--- src/design/mbe_pkg.sv ---
// shared widths, datapath step codes and controller/datapath handshake structs
package mbe_pkg;

    // fixed field widths
    localparam int IDX_W   = 10;
    localparam int STEP_W  = 30;
    localparam int COUNT_W = 25;
    localparam int Q_W     = 32;
    localparam int FRAC    = 28;

    // datapath step selected by the controller each cycle
    typedef enum logic [3:0] {
        OP_IDLE,
        OP_LOAD,
        OP_COORD,
        OP_CSAT,
        OP_SQUARE,
        OP_XPSQ,
        OP_QSUM,
        OP_LHS,
        OP_DECIDE,
        OP_ITER_MUL,
        OP_ITER_UPD
    } dp_op_t;

    // controller to datapath
    typedef struct packed {
        dp_op_t op;
        logic   load_result;
    } dp_cmd_t;

    // datapath to controller
    typedef struct packed {
        logic in_set;
        logic lim_hit;
        logic escaped;
    } dp_status_t;

endpackage

--- src/design/mbe_ctrl.sv ---
// sequencing state machine for one pixel at a time
module mbe_ctrl
    import mbe_pkg::*;
(
    input  logic       clk,
    input  logic       rst_n,
    input  logic       pixel_valid,
    output logic       pixel_ready,
    input  logic       result_valid,
    input  logic       result_ready,
    input  dp_status_t status,
    output dp_cmd_t    cmd
);

    typedef enum logic [10:0] {
        ST_IDLE     = 11'b000_0000_0001,
        ST_COORD    = 11'b000_0000_0010,
        ST_CSAT     = 11'b000_0000_0100,
        ST_SQUARE   = 11'b000_0000_1000,
        ST_XPSQ     = 11'b000_0001_0000,
        ST_QSUM     = 11'b000_0010_0000,
        ST_LHS      = 11'b000_0100_0000,
        ST_DECIDE   = 11'b000_1000_0000,
        ST_ITER_MUL = 11'b001_0000_0000,
        ST_ITER_UPD = 11'b010_0000_0000,
        ST_DONE     = 11'b100_0000_0000
    } ctrl_state_t;

    ctrl_state_t state_reg, state_next;

    // next state and step command
    always_comb
    begin
        state_next      = state_reg;
        pixel_ready     = 1'b0;
        cmd.op          = OP_IDLE;
        cmd.load_result = 1'b0;
        case (state_reg)
            ST_IDLE:
            begin
                pixel_ready = 1'b1;
                if (pixel_valid)
                begin
                    cmd.op     = OP_LOAD;
                    state_next = ST_COORD;
                end
            end
            ST_COORD:
            begin
                cmd.op     = OP_COORD;
                state_next = ST_CSAT;
            end
            ST_CSAT:
            begin
                cmd.op     = OP_CSAT;
                state_next = ST_SQUARE;
            end
            ST_SQUARE:
            begin
                cmd.op     = OP_SQUARE;
                state_next = ST_XPSQ;
            end
            ST_XPSQ:
            begin
                cmd.op     = OP_XPSQ;
                state_next = ST_QSUM;
            end
            ST_QSUM:
            begin
                cmd.op     = OP_QSUM;
                state_next = ST_LHS;
            end
            ST_LHS:
            begin
                cmd.op     = OP_LHS;
                state_next = ST_DECIDE;
            end
            ST_DECIDE:
            begin
                cmd.op     = OP_DECIDE;
                state_next = status.in_set ? ST_DONE : ST_ITER_MUL;
            end
            ST_ITER_MUL:
            begin
                cmd.op     = OP_ITER_MUL;
                state_next = status.lim_hit ? ST_DONE : ST_ITER_UPD;
            end
            ST_ITER_UPD:
            begin
                cmd.op     = OP_ITER_UPD;
                state_next = status.escaped ? ST_DONE : ST_ITER_MUL;
            end
            ST_DONE:
            begin
                if (!result_valid || result_ready)
                begin
                    cmd.load_result = 1'b1;
                    state_next      = ST_IDLE;
                end
            end
            default:
            begin
                state_next = ST_IDLE;
            end
        endcase
    end

    // state register
    always_ff @(posedge clk or negedge rst_n)
    begin
        if (!rst_n)
            state_reg <= ST_IDLE;
        else
            state_reg <= state_next;
    end

    // a finished count never overwrites one still waiting
    a_no_overwrite: assert property (@(posedge clk) disable iff (!rst_n)
        cmd.load_result |-> (!result_valid || result_ready))
        else $error("result register overwritten");

    // one item at a time
    a_busy_after_accept: assert property (@(posedge clk) disable iff (!rst_n)
        (pixel_valid && pixel_ready) |=> !pixel_ready)
        else $error("new item taken while busy");

    // an update step always follows a multiply step
    a_upd_after_mul: assert property (@(posedge clk) disable iff (!rst_n)
        (state_reg == ST_ITER_UPD) |-> $past(state_reg == ST_ITER_MUL))
        else $error("update step without its products");

endmodule

--- config.mk ---
export PLATFORM = sky130hd
export DESIGN_NAME = mbe_ctrl
export DESIGN_NICKNAME = d
export VERILOG_FILES = /design/src/design/mbe_pkg.sv /design/src/design/mbe_ctrl.sv
export SDC_FILE = /design/constraint.sdc
export NUM_CORES = 1
export LEC_CHECK = 0
export BUFFER_PORTS_ARGS = -buffer_cell sky130_fd_sc_hd__buf_2
export CAP_MARGIN = 20
export CORE_AREA = 2 2 43 45
export CTS_BUF_LIST = sky130_fd_sc_hd__clkbuf_8
export DETAILED_ROUTE_END_ITERATION = 10
export DIE_AREA = 0 0 45 47
export HOLD_SLACK_MARGIN = 0.12
export PLACE_DENSITY = 0.74
export SLEW_MARGIN = 20
export SYNTH_ARGS = -nofsm -noshare
export SYNTH_HDL_FRONTEND = slang
export SYNTH_SLANG_ARGS = --single-unit
--- constraint.sdc ---
create_clock -name clk -period 4.2 [get_ports clk]
set_clock_uncertainty 0.05 [all_clocks]
set_input_delay 0.21 -clock clk [delete_from_list [all_inputs] [get_ports clk]]
set_output_delay 0.21 -clock clk [all_outputs]
set_load 0.01 [all_outputs]
==> metrics.yaml <==
sta:
  setup_tns_ns: 0
  max_freq_ghz: 0.385
  tightest_slew_ns: 0.328
  hold_viol: 0
  relSlewSlack_pct: 78.1
  setup_violations: 0
  slew_viol_final: 0
  fin_crit_ns: 2.60
  rsz0062_at_grt: "false"
  setup_slack_ns: 1.60
  fin_hold_ws_ns: 0.195
  post-route-period-util_pct: 61.9
worst_setup_path:
  startpoint_type: "flop"
  critPathKind: "reg2out"
  crit_top_cell: "or3_1"
  slowest_stage: "or4_1"
  critPathRequiredTime_ns: 3.94
  r2r_cells: 3
  arrival_ns: 2.34
  max_stage_delay_ns: 0.69
  worstPathCellList: "or4_1 -> or3_1 -> o31ai_1 -> or3_1 -> buf_2"
  endpoint_kind: "output pin"
  crit_fanout: 8
layout:
  areaGrowthSynthToFinish_pct: 17.1
  nNetsFinal: 103
  drive_gt1_share_pct: 21.3
  diodes: 0
  utilization_pct: 50.8
  fillers: 169
  largest_reg_flops: 11
routing:
  totalWireLength_um: 1560
  drtIter0Drc: 9
  firstDrtPassIters: 4
  viasPerCell: 5.75
  num_vias: 638
  ant_nets: 0
  wl_per_cell_um: 14.0
  drcViolationCount: 0
logic_synthesis:
  synth_area_per_cell_sq_um: 8.96
  synth_seq_area_share_pct: 38.6
  synth_area_leaders: "dfrtp_1 35%, nand2b_1 4.4%, or3_1 4.4%"
  ys_ff_latch: 11
  synth_top_cell_by_area: "dfrtp_1"
  synth_area_sq_um: 717
  synth_nets: 88
  synthCells: 80
  synth_top_cell_area_share_pct: 34.9
  yosysUniqueCellTypes: 34
  yosys_warnings: 0
die:
  core_area_sq_um: 1650
  design.die.area_sq_um: 2120
  dieHeight_um: 47
  ios: 14
  rows: 15
  die_w_um: 45
  start_util_pct: 43.4
global_routing:
  track_usage_pct: 17.0
  antenna_found_initial: 0
  grt_pass1_vias: 583
  grt_first_pass_wirelength_um: 2510
  grt_overflow: 0
  grt_max_degree: 12
cts:
  clockBufferDepth: 2
  cts-buffers-inserted: 3
  cts_resized: 0
  clkLatencyLatePin_ns: 0.24
  htreeDepth: 1
  clkTransAtPathRegs_ns: 0.05
  cts_root_buf: "clkbuf_8"
  cts_tree: "done"
  clock_sink_count: 11
  post_cts_buffers: 0
run:
  cap_violations: 0
placement:
  port_buffers: 13
  dpl_worst_slack_ns: 1.89
  globalplace.congestion: 0.832
  dp_hpwl_um: 1090
min_path:
  holdPathStages: 3
  hp-class: "in2reg"
status:
  status: "finished, final reports clean"
pwr:
  irDropWorstVdd_v: 0.000400
  powerDensity_nw_per_um2: 444
  leakagePower_uw: 0.000391
  total_power_uw: 372
report_power, final:
| group | leakage [uW] | switching (uW) | total, uW | internal [uW] |
|---|---|---|---|---|
| Clock | 0.0000269 | 41.4 | 106 | 64.3 |
| Combinational | 0.000215 | 73.6 | 127 | 53.8 |
| Sequential | 0.000149 | 16.1 | 139 | 123 |
final cells by class:
type                    count  area, sq um  area share, %
multi-input cells          61          394           46.9
inverters                   2         7.51          0.894
clock buffers               3         41.3           4.92
flip-flops and latches     11          277           32.9
clock inverters             1         3.75          0.447
well taps                  17         21.3           2.53
repair buffers             16         95.1           11.3
repair_timing:
action / 4_1_cts / 5_1_grt
endpoints found under the setup margin: 0 / 0
hold buffers: 3 / 0
endpoints found under the hold margin: 13 / 0
synthesized netlist by cell type (all sizes together):
library cell and count:
dfrtp 10, nor2 8, o21ai 6, nand2b 5, or3 5, nor3 4
or4 4, buf 3, clkbuf 3, inv 2, nand2 2, nand4b 2
nor3b 2, nor4 2, nor4b 2, o22ai 2, o31ai 2, xnor2 2
xor2 2, a211o 1, a21o 1, a21oi 1, a22oi 1, and2 1
dfstp 1, nand3 1, nand3b 1, nor2b 1, nor4bb 1, o211ai 1
or4b 1
final timing paths:
| path | start | endpoint | slack (ns) |
|---|---|---|---|
| hold reg to reg | state_reg[2] | state_reg[2] | 0.50 |
| max in group asynchronous | rst_n | state_reg[0] | 3.52 |
| setup reg to reg | state_reg[1] | state_reg[7] | 2.13 |
| hold / removal | status[2] | state_reg[8] | 0.19 |
| setup / recovery | state_reg[1] | cmd[1] | 1.60 |
| min in group asynchronous | rst_n | state_reg[8] | 0.32 |
through the flow:
| stage | cells | area [sq um] |
|---|---|---|
| after floorplan | 80 | 717 |
| after global placement | 104 | 764 |
| after detailed placement | 104 | 764 |
| after CTS | 111 | 840 |
| after global routing | 111 | 840 |
| final | 111 | 840 |
cells in the final DEF (no fill, tap or decap), drive strengths merged:
master        n
a211o         1
a21o          1
a21oi         1
a22oi         1
and2          1
buf          13
clkbuf        3
dfrtp        10
dfstp         1
dlygate4sd3   3
inv           3
nand2         2
nand2b        5
nand3         1
nand3b        1
nand4b        2
nor2          8
nor2b         1
nor3          4
nor3b         2
nor4          2
nor4b         2
nor4bb        1
o211ai        1
o21ai         6
o22ai         2
o31ai         2
or3           5
or4           4
or4b          1
xnor2         2
xor2          2
critical path, delay by kind of cell, from the launching register on:
| family | cells | cell delay (ns) |
|---|---|---|
| AO/OA/AOI/OAI | 1 | 0.28 |
| flip-flops | 1 | 0.43 |
| AND/OR/NAND/NOR | 3 | 1.28 |
| buffers and inverters | 1 | 0.12 |
logic make-up (layout without fill, tap and decap cells):
group,after synthesis,in the layout,synth area share (%)
AO/OA/AOI/OAI,15,15,13.1
XOR/XNOR,4,4,4.89
buffers and inverters,8,22,6.46
flip-flops,11,11,38.6
AND/OR/NAND/NOR,42,42,37.0
metal layers:
layer / global-route usage, % / up-vias / share of wire (%)
met4: 10.6 / 0 / 2.7
met3: 3.46 / 5 / 4.0
met1: 21.9 / 294 / 49
met2: 26.3 / 16 / 45
li1: - / 323 / -
met5: 0 / - / 0
Power figures use the tool's default switching activity.
